### src/hdl/tdcapw_pkg.sv
// Shared types and field constants for the timing/amplitude pair word decoder.
`timescale 1ns / 1ps

package tdcapw_pkg;

    // Readout word and count widths
    localparam int unsigned WORD_W  = 32;
    localparam int unsigned COUNT_W = 9;

    // Fixed values that timing fields are subtracted from
    localparam logic [5:0]  CYCLE_TOP = 6'd63;
    localparam logic [11:0] TIME_TOP  = 12'd4095;

    // Parser phase; the unused code behaves as header
    typedef enum logic [1:0] {
        PH_HEADER = 2'd0,
        PH_TIMING = 2'd1,
        PH_AMPL   = 2'd2
    } phase_t;

    // One buffered input word
    typedef struct packed {
        logic [WORD_W-1:0] data;
        logic              last;
    } in_word_t;

    // One decoded pair record
    typedef struct packed {
        logic        pair_mismatch;
        logic [11:0] time_value;
        logic [5:0]  clock_cycle;
        logic [11:0] amplitude;
        logic [4:0]  channel_id;
        logic [4:0]  module_id;
        logic [3:0]  board_id;
        logic [3:0]  crate_id;
    } record_t;

    // Parser status seen by the pipeline control
    typedef struct packed {
        logic   emit;
        phase_t phase;
    } parse_stat_t;

endpackage

### src/hdl/tdc_adc_pair_word_decoder.sv
// Top level of the timing/amplitude pair word decoder.
`timescale 1ns / 1ps

// Decodes a readout stream of 32-bit words (first buffer byte in bits 31:24):
// a header word with crate, board and a 9-bit count, then timing/amplitude
// word pairs, each pair giving one record on the master side. tlast on the
// slave side marks the end of a buffer; an unfinished pair is dropped there.
// One word is accepted every cycle unless the master side stalls. A record passes
// the input register, then the result register, to the master side. A stalled
// master side holds the pipeline once both registers are full.

module tdc_adc_pair_word_decoder
    import tdcapw_pkg::*;
(
    input  logic        aclk,
    input  logic        aresetn,
    input  logic        s_axis_tvalid,
    output logic        s_axis_tready,
    // [31:0] data_word
    input  logic [31:0] s_axis_tdata,
    // end_of_buffer
    input  logic        s_axis_tlast,
    output logic        m_axis_tvalid,
    input  logic        m_axis_tready,
    // [3:0] crate_id, [7:4] board_id, [12:8] module_id, [17:13] channel_id,
    // [29:18] amplitude, [35:30] clock_cycle, [47:36] time_value
    output logic [47:0] m_axis_tdata,
    // [0] pair_mismatch
    output logic        m_axis_tuser
);

    in_word_t    in_word;
    in_word_t    held_word;
    logic        held_valid;
    logic        advance;
    logic        out_free;
    logic        out_load;
    parse_stat_t stat;
    record_t     rec;
    record_t     rec_out;

    assign in_word.data = s_axis_tdata;
    assign in_word.last = s_axis_tlast;

    // Move a word through the parser unless its record has nowhere to go
    assign advance  = held_valid && (!stat.emit || out_free);
    assign out_load = advance && stat.emit;

    tdcapw_in_stage u_in_stage (
        .aclk       (aclk),
        .aresetn    (aresetn),
        .in_valid   (s_axis_tvalid),
        .in_ready   (s_axis_tready),
        .in_word    (in_word),
        .advance    (advance),
        .held_valid (held_valid),
        .held_word  (held_word)
    );

    tdcapw_parser u_parser (
        .aclk    (aclk),
        .aresetn (aresetn),
        .advance (advance),
        .word    (held_word),
        .stat    (stat),
        .rec     (rec)
    );

    tdcapw_out_stage u_out_stage (
        .aclk      (aclk),
        .aresetn   (aresetn),
        .load      (out_load),
        .rec_in    (rec),
        .out_ready (m_axis_tready),
        .out_valid (m_axis_tvalid),
        .out_free  (out_free),
        .rec_out   (rec_out)
    );

    // Pack the record onto the master side
    assign m_axis_tdata = {rec_out.time_value, rec_out.clock_cycle, rec_out.amplitude,
                           rec_out.channel_id, rec_out.module_id, rec_out.board_id,
                           rec_out.crate_id};
    assign m_axis_tuser = rec_out.pair_mismatch;

    // An empty input register always takes a word
    a_ready_when_empty: assert property (@(posedge aclk) disable iff (!aresetn)
        !held_valid |-> s_axis_tready)
        else $error("input register empty but not ready");

    // A record blocked by a stalled sink keeps both stages full
    a_no_record_loss: assert property (@(posedge aclk) disable iff (!aresetn)
        (held_valid && stat.emit && m_axis_tvalid && !m_axis_tready)
        |=> (held_valid && m_axis_tvalid))
        else $error("pending record lost under back-pressure");

    // End of buffer returns the parser to header
    a_eob_to_header: assert property (@(posedge aclk) disable iff (!aresetn)
        (advance && held_word.last) |=> (stat.phase == PH_HEADER))
        else $error("parser not in header phase after end of buffer");

    // A record is only produced from the amplitude phase
    a_load_in_ampl: assert property (@(posedge aclk) disable iff (!aresetn)
        $rose(m_axis_tvalid) |-> $past(stat.phase == PH_AMPL))
        else $error("record produced outside amplitude phase");

endmodule

### src/hdl/tdcapw_in_stage.sv
// Input register stage: holds one accepted readout word until the parser takes it.
`timescale 1ns / 1ps

module tdcapw_in_stage
    import tdcapw_pkg::*;
(
    input  logic     aclk,
    input  logic     aresetn,
    input  logic     in_valid,
    output logic     in_ready,
    input  in_word_t in_word,
    input  logic     advance,
    output logic     held_valid,
    output in_word_t held_word
);

    logic     valid_reg;
    logic     valid_next;
    in_word_t word_reg;
    logic     load;

    // Take a new word when empty or when the held word moves on
    assign in_ready   = !valid_reg || advance;
    assign load       = in_valid && in_ready;
    assign valid_next = load || (valid_reg && !advance);

    always_ff @(posedge aclk) begin
        if (!aresetn) begin
            valid_reg <= 1'b0;
        end else begin
            valid_reg <= valid_next;
        end
    end

    // Capture payload on accept
    always_ff @(posedge aclk) begin
        if (load) begin
            word_reg <= in_word;
        end
    end

    assign held_valid = valid_reg;
    assign held_word  = word_reg;

endmodule

### src/hdl/tdcapw_parser.sv
// Header/timing/amplitude parser: holds block state and decodes one pair record.
`timescale 1ns / 1ps

module tdcapw_parser
    import tdcapw_pkg::*;
(
    input  logic        aclk,
    input  logic        aresetn,
    input  logic        advance,
    input  in_word_t    word,
    output parse_stat_t stat,
    output record_t     rec
);

    phase_t              phase_reg, phase_next;
    logic [COUNT_W-1:0]  remain_reg, remain_next;
    logic [COUNT_W-1:0]  remain_dec;
    logic [3:0]          crate_reg, board_reg;
    logic [4:0]          module_reg, channel_reg;
    logic                adc_reg;
    logic [5:0]          cycle_reg;
    logic [11:0]         time_reg;
    logic                load_header;
    logic                load_timing;
    logic [4:0]          w_module, w_channel;
    logic                w_adc;
    logic                pair_ok;

    assign w_module  = word.data[31:27];
    assign w_channel = word.data[26:22];
    assign w_adc     = word.data[21];

    // Count drops by two per pair and stops at zero
    assign remain_dec = (remain_reg > COUNT_W'(2)) ? (remain_reg - COUNT_W'(2))
                                                   : '0;

    // Next phase and count
    always_comb begin
        phase_next  = phase_reg;
        remain_next = remain_reg;
        load_header = 1'b0;
        load_timing = 1'b0;
        case (phase_reg)
            PH_TIMING: begin
                load_timing = 1'b1;
                phase_next  = PH_AMPL;
            end
            PH_AMPL: begin
                remain_next = remain_dec;
                phase_next  = (remain_dec != '0) ? PH_TIMING : PH_HEADER;
            end
            default: begin
                load_header = 1'b1;
                remain_next = word.data[COUNT_W-1:0];
                phase_next  = (word.data[COUNT_W-1:0] != '0) ? PH_TIMING : PH_HEADER;
            end
        endcase
        // End of buffer drops any open pair
        if (word.last) begin
            phase_next  = PH_HEADER;
            remain_next = '0;
        end
    end

    always_ff @(posedge aclk) begin
        if (!aresetn) begin
            phase_reg  <= PH_HEADER;
            remain_reg <= '0;
        end else if (advance) begin
            phase_reg  <= phase_next;
            remain_reg <= remain_next;
        end
    end

    // Hold header ids and the pending timing word
    always_ff @(posedge aclk) begin
        if (advance && load_header) begin
            crate_reg <= word.data[31:28];
            board_reg <= word.data[27:24];
        end
        if (advance && load_timing) begin
            module_reg  <= w_module;
            channel_reg <= w_channel;
            adc_reg     <= w_adc;
            cycle_reg   <= CYCLE_TOP - word.data[17:12];
            time_reg    <= TIME_TOP - word.data[11:0];
        end
    end

    // Pair must match in module and channel, flags 0 then 1
    assign pair_ok = (w_module == module_reg) && (w_channel == channel_reg) &&
                     !adc_reg && w_adc;

    always_comb begin
        rec.crate_id      = crate_reg;
        rec.board_id      = board_reg;
        rec.module_id     = module_reg;
        rec.channel_id    = channel_reg;
        rec.amplitude     = word.data[11:0];
        rec.clock_cycle   = cycle_reg;
        rec.time_value    = time_reg;
        rec.pair_mismatch = !pair_ok;
    end

    assign stat.emit  = (phase_reg == PH_AMPL);
    assign stat.phase = phase_reg;

endmodule

### src/hdl/tdcapw_out_stage.sv
// Result register stage: holds one pair record until the sink takes it.
`timescale 1ns / 1ps

module tdcapw_out_stage
    import tdcapw_pkg::*;
(
    input  logic    aclk,
    input  logic    aresetn,
    input  logic    load,
    input  record_t rec_in,
    input  logic    out_ready,
    output logic    out_valid,
    output logic    out_free,
    output record_t rec_out
);

    logic    valid_reg;
    logic    valid_next;
    record_t rec_reg;

    // Free when empty or the current record leaves this cycle
    assign out_free   = !valid_reg || out_ready;
    assign valid_next = load || (valid_reg && !out_ready);

    always_ff @(posedge aclk) begin
        if (!aresetn) begin
            valid_reg <= 1'b0;
        end else begin
            valid_reg <= valid_next;
        end
    end

    always_ff @(posedge aclk) begin
        if (load) begin
            rec_reg <= rec_in;
        end
    end

    assign out_valid = valid_reg;
    assign rec_out   = rec_reg;

endmodule
### config.mk
export PLATFORM = sky130hd
export DESIGN_NAME = tdc_adc_pair_word_decoder
export DESIGN_NICKNAME = d
export VERILOG_FILES = /design/src/hdl/tdcapw_pkg.sv /design/src/hdl/tdc_adc_pair_word_decoder.sv /design/src/hdl/tdcapw_in_stage.sv /design/src/hdl/tdcapw_parser.sv /design/src/hdl/tdcapw_out_stage.sv
export SDC_FILE = /design/constraint.sdc
export NUM_CORES = 1
export LEC_CHECK = 0
export BUFFER_PORTS_ARGS = -buffer_cell sky130_fd_sc_hd__clkbuf_2
export CAP_MARGIN = 20
export CORE_MARGIN = 4
export CORE_UTILIZATION = 55
export CTS_BUF_LIST = sky130_fd_sc_hd__clkbuf_16
export DETAILED_ROUTE_END_ITERATION = 10
export GPL_TIMING_DRIVEN = 0
export MAX_ROUTING_LAYER = met4
export PLACE_DENSITY_LB_ADDON = 0.05
export SYNTH_ARGS = -nofsm -noshare
export SYNTH_HDL_FRONTEND = slang
export SYNTH_HIERARCHICAL = 1
export SYNTH_SLANG_ARGS = --single-unit
### constraint.sdc
create_clock -name aclk -period 2.6 [get_ports aclk]
set_input_delay 0.26 -clock aclk [delete_from_list [all_inputs] [get_ports aclk]]
set_output_delay 0.26 -clock aclk [all_outputs]
set_load 0.02 [all_outputs]
==> out/results.ini <==
[run_status]
status=complete, no violations

[layout]
n_antenna_cell=0
area_growth_pct=24.6
largest_register_ffs=49
drive_above_1_share=0.379
fin_nets=408
multi_input_area_sq_um=687
final_core_util=0.704
seq_area_sq_um=3740
nFillCells=535

[timing]
slew_viol_final=0
period_share=0.845
post-route-min-period_ns=2.20
rsz0062_at_grt=false
worst_slew_pin_slew_ns=0.823
relSlewSlack=0.450
hold_ws_ns=0.0264
final-hold-violation-count=0
setup_violations=0
fin_skew_ns=0.00680
clock.fmax_mhz=455

[clock_tree]
cts-root-buf=clkbuf_16
cts_setup_buffers=0
worstSkewPairLatency_ns=0.40
clockBufferDepth=2
cts_tree=yes
htreeDepth=4
clock_sinks=129
postCtsHoldBufs=0
clk_pin_slew_ns=0.06
cts_resized=0
cts_buffers=17

[pwr]
p_per_area_nw_per_um2=840
ir_worst_vdd_mv=0.489
p_leak_nw=2.21
power_mw=4.86

[drt]
first_iter_violations=105
vias_per_cell=4.94
drtPass1Iterations=4
num_vias=2396
wl_per_cell_um=15.2
routed_wirelength_um=7360
drc=0
antenna_left=0

[placement]
io_buffers=84
globalplace.congestion=0.812
hpwl_um=4690

[logic_synthesis]
synth.cell_area_sq_um=4640
syn_avg_cell_area_sq_um=17.6
yosys_warnings=6
syn-num-nets=304
postSynthCellCount=264

[critical_path]
cp_max_fo=29
critPathCaptureType=flop
reg2reg_depth=5
crit_path_start=u_parser/phase_reg[0]
rrSetupSlack_ns=0.40
critPathCapture=u_parser/module_reg[1]
r2r-start=u_parser/phase_reg[0]
cp.arrival_ns=2.23
startpoint_type=flop
worstPathRequired_ns=2.63
slowest_stage=and2_2
timing.rr.end=u_parser/module_reg[1]
slowest_delay_ns=0.67
cp_cell_sequence=inv_1 -> ha_1 -> a21boi_1 -> buf_2 -> and2_2
path_class=flop to flop

[run]
cap_violations=0

[grt]
grt_remaining_overflow=0
grt_max_degree=51
antenna_found_initial=0
grt.total_usage=0.164
grt_first_pass_wirelength_um=11600
grt_pass1_vias=2426

[floorplan]
rows=33
core_area_sq_um=8220
floorplan.initialDensity=0.565
pin_count=88
die_h_um=99.9
dieArea_sq_um=9980
die_w_um=99.9

[min_path]
hp-class=input port to flop
hold_path_depth=1

## layout make-up
class                           instances  area share
Buffer                                 14      0.0184
Clock buffer                           17      0.0735
Clock inverter                         14      0.0247
Inverter                               29      0.0188
Multi-Input combinational cell         92       0.119
Sequential cell                       129       0.647
Tap cell                              105      0.0227
Timing Repair Buffer                   85      0.0761
## worst min-delay path by stage
stage,start,end,slack (ns)
after floorplan,s_axis_tlast,u_in_stage/held_word[0],0.36
after global placement,u_parser/cycle_reg[2],u_out_stage/rec_out[32],0.40
after detailed placement,u_parser/cycle_reg[1],u_out_stage/rec_out[31],0.40
after CTS,s_axis_tdata[9],u_in_stage/held_word[10],0.009
after global routing,s_axis_tdata[9],u_in_stage/held_word[10],0.008
final,s_axis_tdata[11],u_in_stage/held_word[12],0.03
## placed cells by master (no fill, tap or decap), types with 3 or more instances in the layout
cell type / n
o21ai_0: 4
inv_1: 29
edfxtp_1: 116
nor4_1: 4
clkinv_2: 4
nand2b_4: 3
clkbuf_2: 84
a21oi_1: 4
xor2_1: 4
clkinv_4: 4
nand2_1: 7
xnor2_1: 9
buf_4: 12
o211ai_1: 3
nand3_1: 3
nand4_1: 5
dfxtp_1: 13
clkbuf_16: 17
nand2b_1: 3
a22oi_1: 6
nor3_1: 5
ha_1: 3
## per-stage QoR
stage | TNS (ns) | worst slack, ns | instances | cell area [sq um]
6_report | 0 | 0.402 | 485 | 5790
3_5_place_dp | 0 | 0.394 | 453 | 5200
4_1_cts | 0 | 0.374 | 484 | 5770
2_1_floorplan | 0 | 0.462 | 264 | 4640
3_3_place_gp | -2.87 | -0.101 | 453 | 5200
5_1_grt | 0 | 0.180 | 485 | 5790
## critical path, delay by kind of cell, from the launching register on
| family | cells | cell delay (ns) |
|---|---|---|
| buffers and inverters | 2 | 0.27 |
| adder cells (fa/ha/maj) | 1 | 0.29 |
| AND/OR/NAND/NOR | 1 | 0.67 |
| AO/OA/AOI/OAI | 1 | 0.21 |
| flip-flops | 1 | 0.37 |
## routing by layer
metal  share of wire  GRT usage
met2            0.51      0.259
met4           0.012     0.0693
met3           0.071     0.0618
met1            0.40      0.189
met5               0          -
## power breakdown
part           leakage (nW)  switching (mW)  internal [mW]
logic                 0.764           0.135          0.100
clock network         0.276           0.838           1.40
registers              1.17          0.0419           2.35
No activity file was read; power rests on OpenSTA's default activity.
